`src/design/psgu_pkg.sv`:
```
// ----------------------------------------------------------------------------
// psgu_pkg
// Shared types and constants for the phase-shift / gray-code unwrap block.
// ----------------------------------------------------------------------------
package psgu_pkg;

	localparam int PHASE_BITS    = 16;
	localparam int MAX_CODE_BITS = 7;
	localparam int CORDIC_STEPS  = 32;
	localparam int GRAY_SAMPLES  = 7;
	localparam int SAMPLE_W      = 8;
	localparam int ANGLE_W       = 32;
	// CORDIC datapath width: |v| * gain * 2^32 stays below 2^42, plus sign
	localparam int XW            = 44;

	localparam int IN_TDATA_W    = (4 + GRAY_SAMPLES) * SAMPLE_W;
	localparam int UNWRAP_W      = MAX_CODE_BITS + PHASE_BITS;
	localparam int OUT_FIELDS_W  = PHASE_BITS + MAX_CODE_BITS + UNWRAP_W;
	localparam int OUT_TDATA_W   = ((OUT_FIELDS_W + 7) / 8) * 8;

	localparam int CFG_IDX_W     = 1;
	localparam int CFG_DATA_W    = 8;
	localparam int CODE_BITS_W   = 3;

	localparam logic [CFG_IDX_W-1:0] REG_GRAY_THRESHOLD = 1'd0;
	localparam logic [CFG_IDX_W-1:0] REG_CODE_BITS      = 1'd1;

	localparam logic [CFG_DATA_W-1:0]  GRAY_THRESHOLD_RST = 8'd130;
	localparam logic [CODE_BITS_W-1:0] CODE_BITS_RST      = 3'd7;
	localparam logic [CODE_BITS_W-1:0] CODE_SIX           = 3'd6;
	localparam logic [CODE_BITS_W-1:0] CODE_SEVEN         = 3'd7;
	localparam logic [CODE_BITS_W-1:0] CODE_MAX           = CODE_BITS_W'(MAX_CODE_BITS);

	localparam logic [ANGLE_W-1:0] HALF_TURN   = 32'h8000_0000;
	localparam logic [ANGLE_W-1:0] ROUND_CONST = ANGLE_W'(1) << (ANGLE_W - 1 - PHASE_BITS);

	// atan(2^-i) in turns, scaled by 2^32
	localparam logic [ANGLE_W-1:0] ATAN_TURN [CORDIC_STEPS] = '{
		32'd536870912, 32'd316933406, 32'd167458907, 32'd85004756,
		32'd42667331,  32'd21354465,  32'd10679838,  32'd5340245,
		32'd2670163,   32'd1335087,   32'd667544,    32'd333772,
		32'd166886,    32'd83443,     32'd41722,     32'd20861,
		32'd10430,     32'd5215,      32'd2608,      32'd1304,
		32'd652,       32'd326,       32'd163,       32'd81,
		32'd41,        32'd20,        32'd10,        32'd5,
		32'd3,         32'd1,         32'd1,         32'd0
	};

	// classified pixel handed from front to back
	typedef struct packed {
		logic [SAMPLE_W-1:0]      dx;      // |shift1 - shift3|
		logic [SAMPLE_W:0]        dy;      // signed, sign-fixed with dx
		logic                     half;    // vector was folded by a half turn
		logic                     zero;    // both differences zero
		logic [MAX_CODE_BITS-1:0] idx;     // decoded period index
	} psgu_item_t;

	localparam int ITEM_W = $bits(psgu_item_t);

endpackage

```
`src/design/psgu_front.sv`:
```
// ----------------------------------------------------------------------------
// psgu_front
// Config registers, input beat classification and gray-code decoding.
// ----------------------------------------------------------------------------
module psgu_front (
	input  logic                                clk,
	input  logic                                arst_n,
	input  logic                                cfg_we,
	input  logic [psgu_pkg::CFG_IDX_W-1:0]      cfg_index,
	input  logic [psgu_pkg::CFG_DATA_W-1:0]     cfg_data,
	input  logic [psgu_pkg::IN_TDATA_W-1:0]     s_tdata,
	output psgu_pkg::psgu_item_t                item
);
	import psgu_pkg::*;

	logic [CFG_DATA_W-1:0]    thr_q;
	logic [CODE_BITS_W-1:0]   code_q;
	logic [SAMPLE_W-1:0]      sh0, sh1, sh2, sh3;
	logic signed [SAMPLE_W:0] dx_raw, dy_raw, dx_neg, dy_neg;
	logic [MAX_CODE_BITS-1:0] pre;
	logic [MAX_CODE_BITS-1:0] idx_full, idx_short, idx_sel;
	logic                     use_full, use_short;

	// config registers
	always_ff @(posedge clk or negedge arst_n) begin
		if (!arst_n) begin
			thr_q  <= GRAY_THRESHOLD_RST;
			code_q <= CODE_BITS_RST;
		end else if (cfg_we) begin
			case (cfg_index)
				REG_GRAY_THRESHOLD: thr_q  <= cfg_data;
				REG_CODE_BITS:      code_q <= cfg_data[CODE_BITS_W-1:0];
				default:            ;
			endcase
		end
	end

	// phase differences, folded into the right half plane
	always_comb begin
		sh0    = s_tdata[0*SAMPLE_W +: SAMPLE_W];
		sh1    = s_tdata[1*SAMPLE_W +: SAMPLE_W];
		sh2    = s_tdata[2*SAMPLE_W +: SAMPLE_W];
		sh3    = s_tdata[3*SAMPLE_W +: SAMPLE_W];
		dx_raw = $signed({1'b0, sh1}) - $signed({1'b0, sh3});
		dy_raw = $signed({1'b0, sh0}) - $signed({1'b0, sh2});
		dx_neg = -dx_raw;
		dy_neg = -dy_raw;
		item.half = dx_raw[SAMPLE_W];
		item.zero = (dx_raw == '0) && (dy_raw == '0);
		item.dx   = item.half ? dx_neg[SAMPLE_W-1:0] : dx_raw[SAMPLE_W-1:0];
		item.dy   = item.half ? dy_neg : dy_raw;
		item.idx  = idx_sel;
	end

	// threshold and gray-to-binary prefix XOR, MSB first
	always_comb begin
		pre[0] = s_tdata[4*SAMPLE_W +: SAMPLE_W] > thr_q;
		for (int k = 1; k < MAX_CODE_BITS; k++) begin
			pre[k] = pre[k-1] ^ (s_tdata[(4+k)*SAMPLE_W +: SAMPLE_W] > thr_q);
		end
		for (int j = 0; j < MAX_CODE_BITS; j++) begin
			idx_full[j] = pre[MAX_CODE_BITS-1-j];
		end
		// six bits: the seventh sample's bit drops out at the bottom
		idx_short = {1'b0, idx_full[MAX_CODE_BITS-1:1]};
		use_full  = (code_q == CODE_MAX) || (code_q == CODE_SEVEN);
		use_short = (code_q == CODE_SIX) && !use_full;
		idx_sel   = use_full ? idx_full : (use_short ? idx_short : '0);
	end

endmodule

```
`config.mk`:
```
export PLATFORM = sky130hd
export DESIGN_NAME = psgu_front
export DESIGN_NICKNAME = d
export VERILOG_FILES = /design/src/design/psgu_pkg.sv /design/src/design/psgu_front.sv
export SDC_FILE = /design/constraint.sdc
export NUM_CORES = 1
export LEC_CHECK = 0
export ABC_AREA = 1
export BUFFER_PORTS_ARGS = -buffer_cell sky130_fd_sc_hd__buf_4
export CAP_MARGIN = 20
export CELL_PAD_IN_SITES_DETAIL_PLACEMENT = 0
export CELL_PAD_IN_SITES_GLOBAL_PLACEMENT = 1
export CORE_UTILIZATION = 37
export CTS_CLUSTER_DIAMETER = 50
export DETAILED_ROUTE_END_ITERATION = 10
export PLACE_DENSITY = 0.92
export SYNTH_ARGS = -nofsm -noshare
export SYNTH_HDL_FRONTEND = slang
export SYNTH_SLANG_ARGS = --single-unit
```
`constraint.sdc`:
```
create_clock -name clk -period 4.1 [get_ports clk]
set_input_delay 0.41 -clock clk [delete_from_list [all_inputs] [get_ports clk]]
set_output_delay 0.41 -clock clk [all_outputs]
set_load 0.03 [all_outputs]
```
==> results_dict.tcl <==
set metrics [dict create \
    clk_latency_ps 230 \
    grt_pass1_vias 3077 \
    fillers 804 \
    skew_ps 0 \
    core_area_um2 7848 \
    io_pins 126 \
    peakVddDrop_mv 0.2028 \
    syn_nets 603 \
    cts_tree "built" \
    synth_cell_type_count 37 \
    die-width_um 92.60 \
    worstPathRequired_ps 3690 \
    ctsResizeCount 0 \
    rows 32 \
    total_power_uw 1120 \
    synth_area_leaders "ha_1, inv_1, nand2_1, a21oi_1, dfrtp_1" \
    antennaDiodeCount 0 \
    crit_path_start_kind "register" \
    period_needed_ps 3207 \
    hold_violations 0 \
    synth_seq_area_share_pct 9.271 \
    relSlewSlack_pct 63.11 \
    path_max_fanout 7 \
    initial_core_util_pct 38.70 \
    power.density_nw_per_um2 270.0 \
    timing.fmax_mhz 311.8 \
    grt_max_degree 17 \
    drc 0 \
    antenna_left 0 \
    async_flop_share_pct 100.0 \
    port_buffers 125 \
    yosys_warnings 0 \
    tightest_slew_ps 548.5 \
    overflow 0 \
    hp-class "input pin to register" \
    nets 732 \
    final_core_util_pct 52.87 \
    die_h_um 92.60 \
    dieArea_um2 8574 \
    dr.first_iter.drc_count 81 \
    htreeDepth 1 \
    drv_cap 0 \
    cts.sinks 11 \
    place_area_um2 4094 \
    grt.total_usage_pct 18.80 \
    maxSlewViolCount 0 \
    synth_most_common_cell "ha_1" \
    antenna_found_initial 0 \
    grt_pass1_wl_mm 13.10 \
    synth_edf_count 0 \
    stdcell_area_um2 4149 \
    drive_gt1_share_pct 31.41 \
    clockRootBuffer "clkbuf_8" \
    synth_ff_type "dfrtp_1" \
    p_leak_uw 0.002335 \
    cp-end-kind "primary output" \
    fin_crit_sh_pct 78.22 \
    synth_area_per_cell_um2 7.128 \
    status "finished, final reports clean" \
    dp_hpwl_mm 7.114 \
    syn_to_final_growth_pct 36.63 \
    drt_wl_total_mm 7.958 \
    cts_buffers 3 \
    ys_seq_elements 11 \
    viasPerCell 4.785 \
    clock_tree.buffer_depth 2 \
    syn_area_um2 3037 \
    worstPathArrival_ps 2800 \
    syn-instance-count 426 \
    wire_per_inst_um 12.13 \
    synth_top_area_share_pct 30.90 \
    globalplace.congestion 0.8843 \
    critPathKind "register to primary output" \
    setup_tns_ps 0 \
    cts.clk_slew.worst_paths_ps 50 \
    vias 3139 \
    rsz0062_at_grt "no" \
    synthTopCellsByCount "ha_1, inv_1, nand2_1" \
    yosys.area.top_type "ha_1" \
    finalSetupViolCount 0 \
    firstDrtPassIters 5 \
]
metrics by stage:
step	setup slack (ps)	hold WS, ps	std cells
CTS	869.4	3.025	655
finish	893.0	427.4	656
detailed placement	924.2	250.5	651
global route	645.8	432.7	656
global placement	1015	246.1	651
floorplan	927.7	114.4	426
registers in the layout (all words and copies together), names as in the netlist:
name / count
code_q: 3
thr_q: 8
cells by family (layout without fill, tap and decap cells):
group	Yosys count	after routing	share of synthesized area, %
AND/OR/NAND/NOR	161	161	26.25
AO/OA/AOI/OAI	79	79	16.32
adder cells (fa/ha/maj)	77	77	32.22
buffers and inverters	75	203	9.312
XOR/XNOR	23	23	6.634
flip-flops	11	11	9.271
where the power goes:
part | switching (uW) | internal (uW) | leakage [uW]
sequential | 10.4 | 127 | 0.000121
clock | 37.2 | 68.0 | 0.0000228
combinational | 520 | 358 | 0.00219
critical path, stage by stage (launching register included):
cell and delay [ps]:
dfstp_2 520, inv_1 170, ha_1 350, inv_1 60
nor2_1 30, o21bai_1 110, nand2_1 60, nand2_1 110
nand2_1 60, o21ai_1 140, nand3_2 150, nand2_2 100
nand2_1 60, nand3_2 100, nand3_2 100, nand3b_1 110
nand2_1 60, nor2_2 90, buf_4 170
worst paths after layout:
path,slack [ps],from,endpoint,cells after the start
max,890,thr_q[1]$_DFFE_PN1P_,item[0],18
min,430,cfg_data[4],thr_q[4]$_DFFE_PN0P_,3
max reg2reg,3190,thr_q[7]$_DFFE_PN1P_,thr_q[7]$_DFFE_PN1P_,2
min reg2reg,490,thr_q[2]$_DFFE_PN0P_,thr_q[2]$_DFFE_PN0P_,2
max in group asynchronous,3330,arst_n,code_q[1]$_DFFE_PN1P_,2
min in group asynchronous,550,arst_n,thr_q[6]$_DFFE_PN0P_,2
what timing repair did:
action / in CTS / in global routing
hold buffers: 0 / 1
buffers inserted: 0 / 0
hold endpoints to repair: 0 / 1
final cells by class:
| type | count | area, um2 | share of cell area, % |
|---|---|---|---|
| clock buffers | 4 | 45.04 | 1.086 |
| well taps | 102 | 127.6 | 3.076 |
| repair buffers | 126 | 948.4 | 22.86 |
| multi-input cells | 340 | 2472 | 59.59 |
| inverters | 73 | 274.0 | 6.604 |
| flip-flops and latches | 11 | 281.5 | 6.785 |
cells in the final DEF, fill, tap and decap left out, drive strengths merged, types with 3 or more instances in the layout:
| cell | count |
|---|---|
| o21ai | 19 |
| buf | 125 |
| o21bai | 4 |
| xor2 | 15 |
| nor3 | 6 |
| nand3 | 26 |
| xnor2 | 8 |
| nor2 | 38 |
| nand3b | 4 |
| ha | 75 |
| nand2 | 81 |
| nand4 | 6 |
| inv | 72 |
| a21oi | 41 |
| o22ai | 3 |
| clkbuf | 4 |
| dfstp | 5 |
| a21o | 4 |
| dfrtp | 6 |
routing by layer:
metal / vias to the layer above / wire length, um / track usage (%)
met2: 80 / 3961 / 35.43
met3: 10 / 370 / 2.381
met4: 0 / 106 / 3.776
met1: 1378 / 3519 / 22.55
li1: 1671 / - / -
met5: - / 0 / 0
Note: power is estimated with default switching activity, not from simulation.
