## src/design/psgu_pkg.sv

```systemverilog
// ----------------------------------------------------------------------------
// psgu_pkg
// Shared types and constants for the phase-shift / gray-code unwrap block.
// ----------------------------------------------------------------------------
package psgu_pkg;

	localparam int PHASE_BITS    = 16;
	localparam int MAX_CODE_BITS = 7;
	localparam int CORDIC_STEPS  = 32;
	localparam int GRAY_SAMPLES  = 7;
	localparam int SAMPLE_W      = 8;
	localparam int ANGLE_W       = 32;
	// CORDIC datapath width: |v| * gain * 2^32 stays below 2^42, plus sign
	localparam int XW            = 44;

	localparam int IN_TDATA_W    = (4 + GRAY_SAMPLES) * SAMPLE_W;
	localparam int UNWRAP_W      = MAX_CODE_BITS + PHASE_BITS;
	localparam int OUT_FIELDS_W  = PHASE_BITS + MAX_CODE_BITS + UNWRAP_W;
	localparam int OUT_TDATA_W   = ((OUT_FIELDS_W + 7) / 8) * 8;

	localparam int CFG_IDX_W     = 1;
	localparam int CFG_DATA_W    = 8;
	localparam int CODE_BITS_W   = 3;

	localparam logic [CFG_IDX_W-1:0] REG_GRAY_THRESHOLD = 1'd0;
	localparam logic [CFG_IDX_W-1:0] REG_CODE_BITS      = 1'd1;

	localparam logic [CFG_DATA_W-1:0]  GRAY_THRESHOLD_RST = 8'd130;
	localparam logic [CODE_BITS_W-1:0] CODE_BITS_RST      = 3'd7;
	localparam logic [CODE_BITS_W-1:0] CODE_SIX           = 3'd6;
	localparam logic [CODE_BITS_W-1:0] CODE_SEVEN         = 3'd7;
	localparam logic [CODE_BITS_W-1:0] CODE_MAX           = CODE_BITS_W'(MAX_CODE_BITS);

	localparam logic [ANGLE_W-1:0] HALF_TURN   = 32'h8000_0000;
	localparam logic [ANGLE_W-1:0] ROUND_CONST = ANGLE_W'(1) << (ANGLE_W - 1 - PHASE_BITS);

	// atan(2^-i) in turns, scaled by 2^32
	localparam logic [ANGLE_W-1:0] ATAN_TURN [CORDIC_STEPS] = '{
		32'd536870912, 32'd316933406, 32'd167458907, 32'd85004756,
		32'd42667331,  32'd21354465,  32'd10679838,  32'd5340245,
		32'd2670163,   32'd1335087,   32'd667544,    32'd333772,
		32'd166886,    32'd83443,     32'd41722,     32'd20861,
		32'd10430,     32'd5215,      32'd2608,      32'd1304,
		32'd652,       32'd326,       32'd163,       32'd81,
		32'd41,        32'd20,        32'd10,        32'd5,
		32'd3,         32'd1,         32'd1,         32'd0
	};

	// classified pixel handed from front to back
	typedef struct packed {
		logic [SAMPLE_W-1:0]      dx;      // |shift1 - shift3|
		logic [SAMPLE_W:0]        dy;      // signed, sign-fixed with dx
		logic                     half;    // vector was folded by a half turn
		logic                     zero;    // both differences zero
		logic [MAX_CODE_BITS-1:0] idx;     // decoded period index
	} psgu_item_t;

	localparam int ITEM_W = $bits(psgu_item_t);

endpackage

```

## src/design/psgu_queue.sv

```systemverilog
// ----------------------------------------------------------------------------
// psgu_queue
// Four-entry FIFO decoupling the classifier from the CORDIC pipeline.
// ----------------------------------------------------------------------------
module psgu_queue (
	input  logic                 clk,
	input  logic                 arst_n,
	input  logic                 push,
	input  psgu_pkg::psgu_item_t push_item,
	output logic                 full,
	input  logic                 pop,
	output psgu_pkg::psgu_item_t head,
	output logic                 empty
);
	import psgu_pkg::*;

	localparam int DEPTH = 4;
	localparam int PTR_W = 2;

	psgu_item_t       mem_q [DEPTH];
	logic [PTR_W-1:0] wr_ptr_q, rd_ptr_q;
	logic [PTR_W:0]   count_q;

	assign full  = (count_q == (PTR_W+1)'(DEPTH));
	assign empty = (count_q == '0);
	assign head  = mem_q[rd_ptr_q];

	// storage
	always_ff @(posedge clk) begin
		if (push) begin
			mem_q[wr_ptr_q] <= push_item;
		end
	end

	// pointers and fill count
	always_ff @(posedge clk or negedge arst_n) begin
		if (!arst_n) begin
			wr_ptr_q <= '0;
			rd_ptr_q <= '0;
			count_q  <= '0;
		end else begin
			if (push) wr_ptr_q <= wr_ptr_q + 1'b1;
			if (pop)  rd_ptr_q <= rd_ptr_q + 1'b1;
			case ({push, pop})
				2'b10:   count_q <= count_q + 1'b1;
				2'b01:   count_q <= count_q - 1'b1;
				default: count_q <= count_q;
			endcase
		end
	end

endmodule

```

## config.mk

```make
export PLATFORM = sky130hd
export DESIGN_NAME = psgu_queue
export DESIGN_NICKNAME = d
export VERILOG_FILES = /design/src/design/psgu_pkg.sv /design/src/design/psgu_queue.sv
export SDC_FILE = /design/constraint.sdc
export NUM_CORES = 1
export LEC_CHECK = 0
export ABC_CLOCK_PERIOD_IN_PS = 1700
export CAP_MARGIN = 15
export CELL_PAD_IN_SITES_DETAIL_PLACEMENT = 1
export CELL_PAD_IN_SITES_GLOBAL_PLACEMENT = 1
export CORE_ASPECT_RATIO = 0.5
export CORE_UTILIZATION = 49
export CTS_CLUSTER_SIZE = 12
export DETAILED_ROUTE_END_ITERATION = 16
export DONT_BUFFER_PORTS = 1
export PLACE_DENSITY = 0.74
export SLEW_MARGIN = 20
export SYNTH_ARGS = -nofsm -noshare
export SYNTH_HDL_FRONTEND = slang
export SYNTH_SLANG_ARGS = --single-unit
```

## constraint.sdc

```tcl
create_clock -name clk -period 1.7 [get_ports clk]
set_input_delay 0.34 -clock clk [delete_from_list [all_inputs] [get_ports clk]]
set_output_delay 0.34 -clock clk [all_outputs]
set_load 0.1 [all_outputs]
```

==> results.json, run 1 <==
{
  "instances_no_fill": 333,
  "area_delta_synth_final_pct": 26.8,
  "avgViaCountPerCell": 5.38,
  "gp_congestion": 0.669,
  "diodes": 0,
  "die_h_um": 67.5,
  "worstHoldStart": "push",
  "cap_viol_max_count": 0,
  "grt_overflow": 0,
  "final_layout_size_suffix_gt1_frac": 0.367,
  "setup_tns_ns": -8.78,
  "numPortBuffers": 0,
  "start_util": 0.516,
  "ys_ff_latch": 111,
  "grt_max_degree": 27,
  "grt_pass1_wl_um": 11100,
  "arrival_ns": 1.72,
  "setup_violations": 26,
  "fin_worst_skew_ns": 0.00551,
  "die_area_um2": 8970,
  "detailed_place_hpwl_um": 4780,
  "crit_type": "register to primary output",
  "r2r_start": "count_q[1]",
  "ys_seq_area_frac": 0.785,
  "violations": "setup timing",
  "place_inst": 316,
  "avgRoutedWirePerCell_um": 22.1,
  "synth_nets": 209,
  "netlist-cell-type-count": 18,
  "max_freq_mhz": 486,
  "required_ns": 1.36,
  "maxSlewViolCount": 0,
  "setup.worst_path.start": "rd_ptr_q[0]",
  "rows": 23,
  "hold_viol_final": 0,
  "avgSynthCellArea_um2": 24.3,
  "grt_pass1_vias": 1961,
  "grt_antenna_before_repair": 0,
  "nNetsFinal": 252,
  "cts_htree_levels": 3,
  "drc": 0,
  "via_count": 1793,
  "coreArea_um2": 8140,
  "ant_nets": 0,
  "rsz0062_at_grt": "yes",
  "cts-root-buf": "clkbuf_16",
  "clkTransAtPathRegs_ns": 0.07,
  "cts_sinks": 111,
  "die_width_um": 133,
  "insertion_delay_ns": 0.34,
  "cts_tree": "done",
  "drtPass1Iterations": 4,
  "clk_path_buf_depth": 2,
  "worstSetupStartpointType": "register",
  "netlist_instances": 173,
  "synth-warning-count": 0,
  "boundaryPins": 58,
  "fin_crit_sh": 1.21,
  "netlist_area_um2": 4200,
  "hold_class": "input pin to register",
  "slew_headroom": 0.771,
  "status": "finished, violations left",
  "crit_path_max_fanout": 13,
  "grt_usage": 0.180,
  "numCtsBuffers": 9,
  "wl_um": 7370,
  "n_fill_cell": 635,
  "tightestPinTransition_ns": 0.342,
  "setup_slack_ns": -0.357,
  "crit_path_end_kind": "primary output",
  "drt_iter0_drc": 88,
  "period_minus_slack_ns": 2.06
}
-- cells in the final DEF (no fill, tap or decap), types with 2 or more instances in the layout --
cell type and instances:
bufinv_16 3, ha_1 5, inv_1 6, dfrtp_2 2, buf_4 2, clkinvlp_4 2, dfrtp_1 5, nand2_1 3
xor2_1 4, o21ai_0 2, and2_1 4, clkbuf_16 9, xnor2_1 2, buf_12 35, edfxtp_1 104, mux4_2 26
-- registers in the layout (all words and copies together), names as in the netlist --
signal    flops
mem_q       104
wr_ptr_q      2
rd_ptr_q      2
count_q       3
-- cell usage after synthesis --
cell | instances | share of area
xor2_1 | 4 | 0.0083
nand2_1 | 3 | 0.0027
ha_1 | 5 | 0.015
and3_1 | 1 | 0.0015
fa_1 | 1 | 0.0048
and2_1 | 4 | 0.0060
inv_1 | 6 | 0.0054
nor2_1 | 1 | 0.00089
nor3_1 | 1 | 0.0012
dfrtp_1 | 7 | 0.042
edfxtp_1 | 104 | 0.74
buf_2 | 3 | 0.0036
xnor2_1 | 2 | 0.0042
buf_6 | 1 | 0.0027
buf_12 | 2 | 0.0095
o21ai_0 | 2 | 0.0024
mux4_2 | 18 | 0.097
mux4_1 | 8 | 0.050
-- path summary, 6_finish.rpt --
kind,to,slack (ns),cells after the start
worst min-delay path,wr_ptr_q[0],0.07,1
min in group asynchronous,rd_ptr_q[0],0.33,1
worst max-delay path,head[6],-0.36,3
max in group asynchronous,count_q[0],1.09,1
worst max register to register,count_q[2],0.24,5
worst min register to register,count_q[0],0.54,1
-- layer usage --
metal	track usage	vias to the layer above	wire length (um)
li1	-	790	-
met1	0.219	942	3090
met2	0.305	49	3770
met3	0.0668	12	422
met4	0.0647	0	81
met5	0	-	0
-- timing repair --
action,CTS,global route
hold buffers,1,0
setup endpoints to repair,27,27
setup buffers,0,0
resized for setup,8,1
endpoints found under the hold margin,7,0
-- stage by stage --
stage,hold WS [ns],cell area [um^2],utilization,setup slack [ns]
floorplan,0.0444,4210,-,-0.121
global placement,0.0446,5000,0.614,-0.0309
detailed placement,0.0446,5000,0.614,-0.0633
CTS,0.0598,5320,0.653,-0.384
global route,0.0662,5330,0.654,-0.405
finish,0.0723,5330,0.654,-0.357
-- critical path, cell delays in order (launching register included) --
cell     delay, ns
dfrtp_2       0.43
buf_12        0.18
mux4_2        0.56
buf_12        0.19
-- final cells by class --
class,instances,area (um^2),share of cell area
sequential,111,3300,0.620
multi-input combinational,50,798,0.150
timing repair buffer,38,726,0.136
clock buffer,10,229,0.0430
tap,112,140,0.0263
clock inverter,6,109,0.0204
inverter,6,22.5,0.00423
-- logic make-up (layout without fill, tap and decap cells) --
group / Yosys count / in the layout / synth area share
AO/OA/AOI/OAI: 2 / 2 / 0.00238
XOR/XNOR: 6 / 6 / 0.0125
adder cells (fa/ha/maj): 6 / 6 / 0.0197
buffers and inverters: 12 / 60 / 0.0212
flip-flops: 111 / 111 / 0.785
multiplexers: 26 / 26 / 0.147
AND/OR/NAND/NOR: 10 / 10 / 0.0122
Power of run 1 is not shown: default switching activity piles up to over one toggle a cycle in this logic, so the estimate is an artifact.
==> inputs of run 2 (changes only) <==
--- a/config.mk
+++ b/config.mk
@@ -6,15 +6,15 @@
 export NUM_CORES = 1
 export LEC_CHECK = 0
 export ABC_CLOCK_PERIOD_IN_PS = 1700
+export BUFFER_PORTS_ARGS = -buffer_cell sky130_fd_sc_hd__buf_2
 export CAP_MARGIN = 15
 export CELL_PAD_IN_SITES_DETAIL_PLACEMENT = 1
 export CELL_PAD_IN_SITES_GLOBAL_PLACEMENT = 1
 export CORE_ASPECT_RATIO = 0.5
-export CORE_UTILIZATION = 49
+export CORE_UTILIZATION = 45
 export CTS_CLUSTER_SIZE = 12
 export DETAILED_ROUTE_END_ITERATION = 16
-export DONT_BUFFER_PORTS = 1
-export PLACE_DENSITY = 0.74
+export PLACE_DENSITY = 0.75
 export SLEW_MARGIN = 20
 export SYNTH_ARGS = -nofsm -noshare
 export SYNTH_HDL_FRONTEND = slang
==> results.json, run 2 (same netlist as run 1, synthesis figures left out) <==
{
  "r2r_cells": 5,
  "pre_cts_ws_ns": -0.0685,
  "die_h_um": 70.3,
  "diodes": 0,
  "crit_type": "register to primary output",
  "fin_hold_ws_ns": 0.208,
  "clkTransAtPathRegs_ns": 0.07,
  "boundaryPins": 58,
  "grt_usage": 0.185,
  "max_freq_mhz": 475,
  "design_area_um2": 5520,
  "clk_path_buf_depth": 2,
  "min_to": "mem_q[1][15]",
  "detailed_place_hpwl_um": 5290,
  "dpl_cell_area_um2": 5040,
  "grt_max_degree": 20,
  "mostFrequentLayoutCell": "edfxtp_1",
  "cap_viol_max_count": 0,
  "grt_antenna_before_repair": 0,
  "largest_register": "mem_q",
  "die_area_um2": 9740,
  "drt_iter0_drc": 113,
  "coreArea_um2": 8890,
  "cts-root-buf": "clkbuf_16",
  "cts_tree": "done",
  "worstHoldStart": "push_item[15]",
  "r2r_start": "count_q[0]",
  "insertion_delay_ns": 0.34,
  "fin_worst_skew_ns": 0.00438,
  "ant_nets": 0,
  "drc": 4,
  "hold_viol_final": 0,
  "tightestPinTransition_ns": 0.299,
  "rows": 24,
  "via_count": 2016,
  "rr_endpoint": "count_q[2]",
  "top_regs": "mem_q: 104 flops, count_q: 3 flops",
  "hold_depth": 1,
  "cts_htree_levels": 3,
  "grt_pass1_vias": 2280,
  "cts_sinks": 111,
  "arrival_ns": 1.77,
  "numCtsBuffers": 9,
  "area_delta_synth_final_pct": 31.4,
  "hold_class": "input pin to register",
  "grt_overflow": 0,
  "avgRoutedWirePerCell_um": 21.8,
  "period_minus_slack_ns": 2.11,
  "crit_path_max_fanout": 9,
  "setup_violations": 26,
  "nNetsFinal": 293,
  "worstSetupStartpointType": "register",
  "avgViaCountPerCell": 5.32,
  "maxSlewViolCount": 0,
  "rsz0062_at_grt": "yes",
  "gp_congestion": 0.727,
  "die_width_um": 139,
  "status": "finished, violations left",
  "crit_path_end_kind": "primary output",
  "slew_headroom": 0.801,
  "grt_pass1_wl_um": 12700,
  "final_cell_mix": "edfxtp_1 (104), buf_12 (30), buf_2 (29)",
  "start_util": 0.472,
  "largest_reg_flops": 104,
  "wl_um": 8280,
  "setup_tns_ns": -9.66,
  "fin_crit_sh": 1.24,
  "drtPass1Iterations": 13,
  "setup_slack_ns": -0.406,
  "required_ns": 1.36,
  "numPortBuffers": 57,
  "final_layout_size_suffix_gt1_frac": 0.466,
  "reg2reg_slack_ns": 0.20,
  "violations": "DRC, setup timing"
}
run 2: changes by cell type in the layout (fill, tap and decap cells not counted), sizes merged:
cell / before / now
bufinv: 3 / 2
inv: 6 / 7
clkinv: 1 / 4
buf: 37 / 77
clkinvlp: 2 / 0
run 2: layer usage:
metal | wire length (um) | up-vias | share of wire | global-route usage
li1 | - | 876 | - | -
met1 | 3510 | 1071 | 0.42 | 0.228
met2 | 4320 | 59 | 0.52 | 0.320
met3 | 323 | 10 | 0.039 | 0.0446
met4 | 130 | 0 | 0.016 | 0.0778
met5 | 0 | - | 0 | 0
run 2: critical path: stages (launching register included):
cell,delay [ns]
dfrtp_2,0.41
buf_12,0.15
buf_12,0.12
mux4_2,0.55
buf_12,0.19
run 2: how the worst max path moves through the flow:
stage / start / cells past startpoint / slack (ns) / end
6_report: rd_ptr_q[0] / 4 / -0.41 / head[7]
5_1_grt: rd_ptr_q[0] / 4 / -0.45 / head[10]
4_1_cts: rd_ptr_q[0] / 4 / -0.42 / head[7]
3_5_place_dp: rd_ptr_q[0] / 3 / -0.07 / head[1]
3_3_place_gp: rd_ptr_q[0] / 3 / -0.05 / head[2]
2_1_floorplan: rd_ptr_q[0] / 2 / -0.12 / head[0]
run 2: layout make-up:
class / count / area [um^2]
Tap cell: 117 / 146
Multi-Input combinational cell: 50 / 802
Inverter: 6 / 22.5
Clock inverter: 7 / 86.3
Timing Repair Buffer: 79 / 935
Sequential cell: 111 / 3300
Clock buffer: 9 / 225
Fill cell: 744 / 3370
run 2: what timing repair did:
action,in CTS,in global routing
setup buffers,5,1
endpoints found under the hold margin,7,0
gates cloned,0,1
hold buffers,1,0
gates resized for setup,26,7
setup endpoints to repair,26,27
run 2: through the flow:
stage / cells / util
final: 379 / 0.621
after detailed placement: 355 / 0.567
after global placement: 355 / 0.567
after global routing: 379 / 0.621
after floorplan: 173 / -
after CTS: 377 / 0.615
Power of run 2 is left out for the same reason.
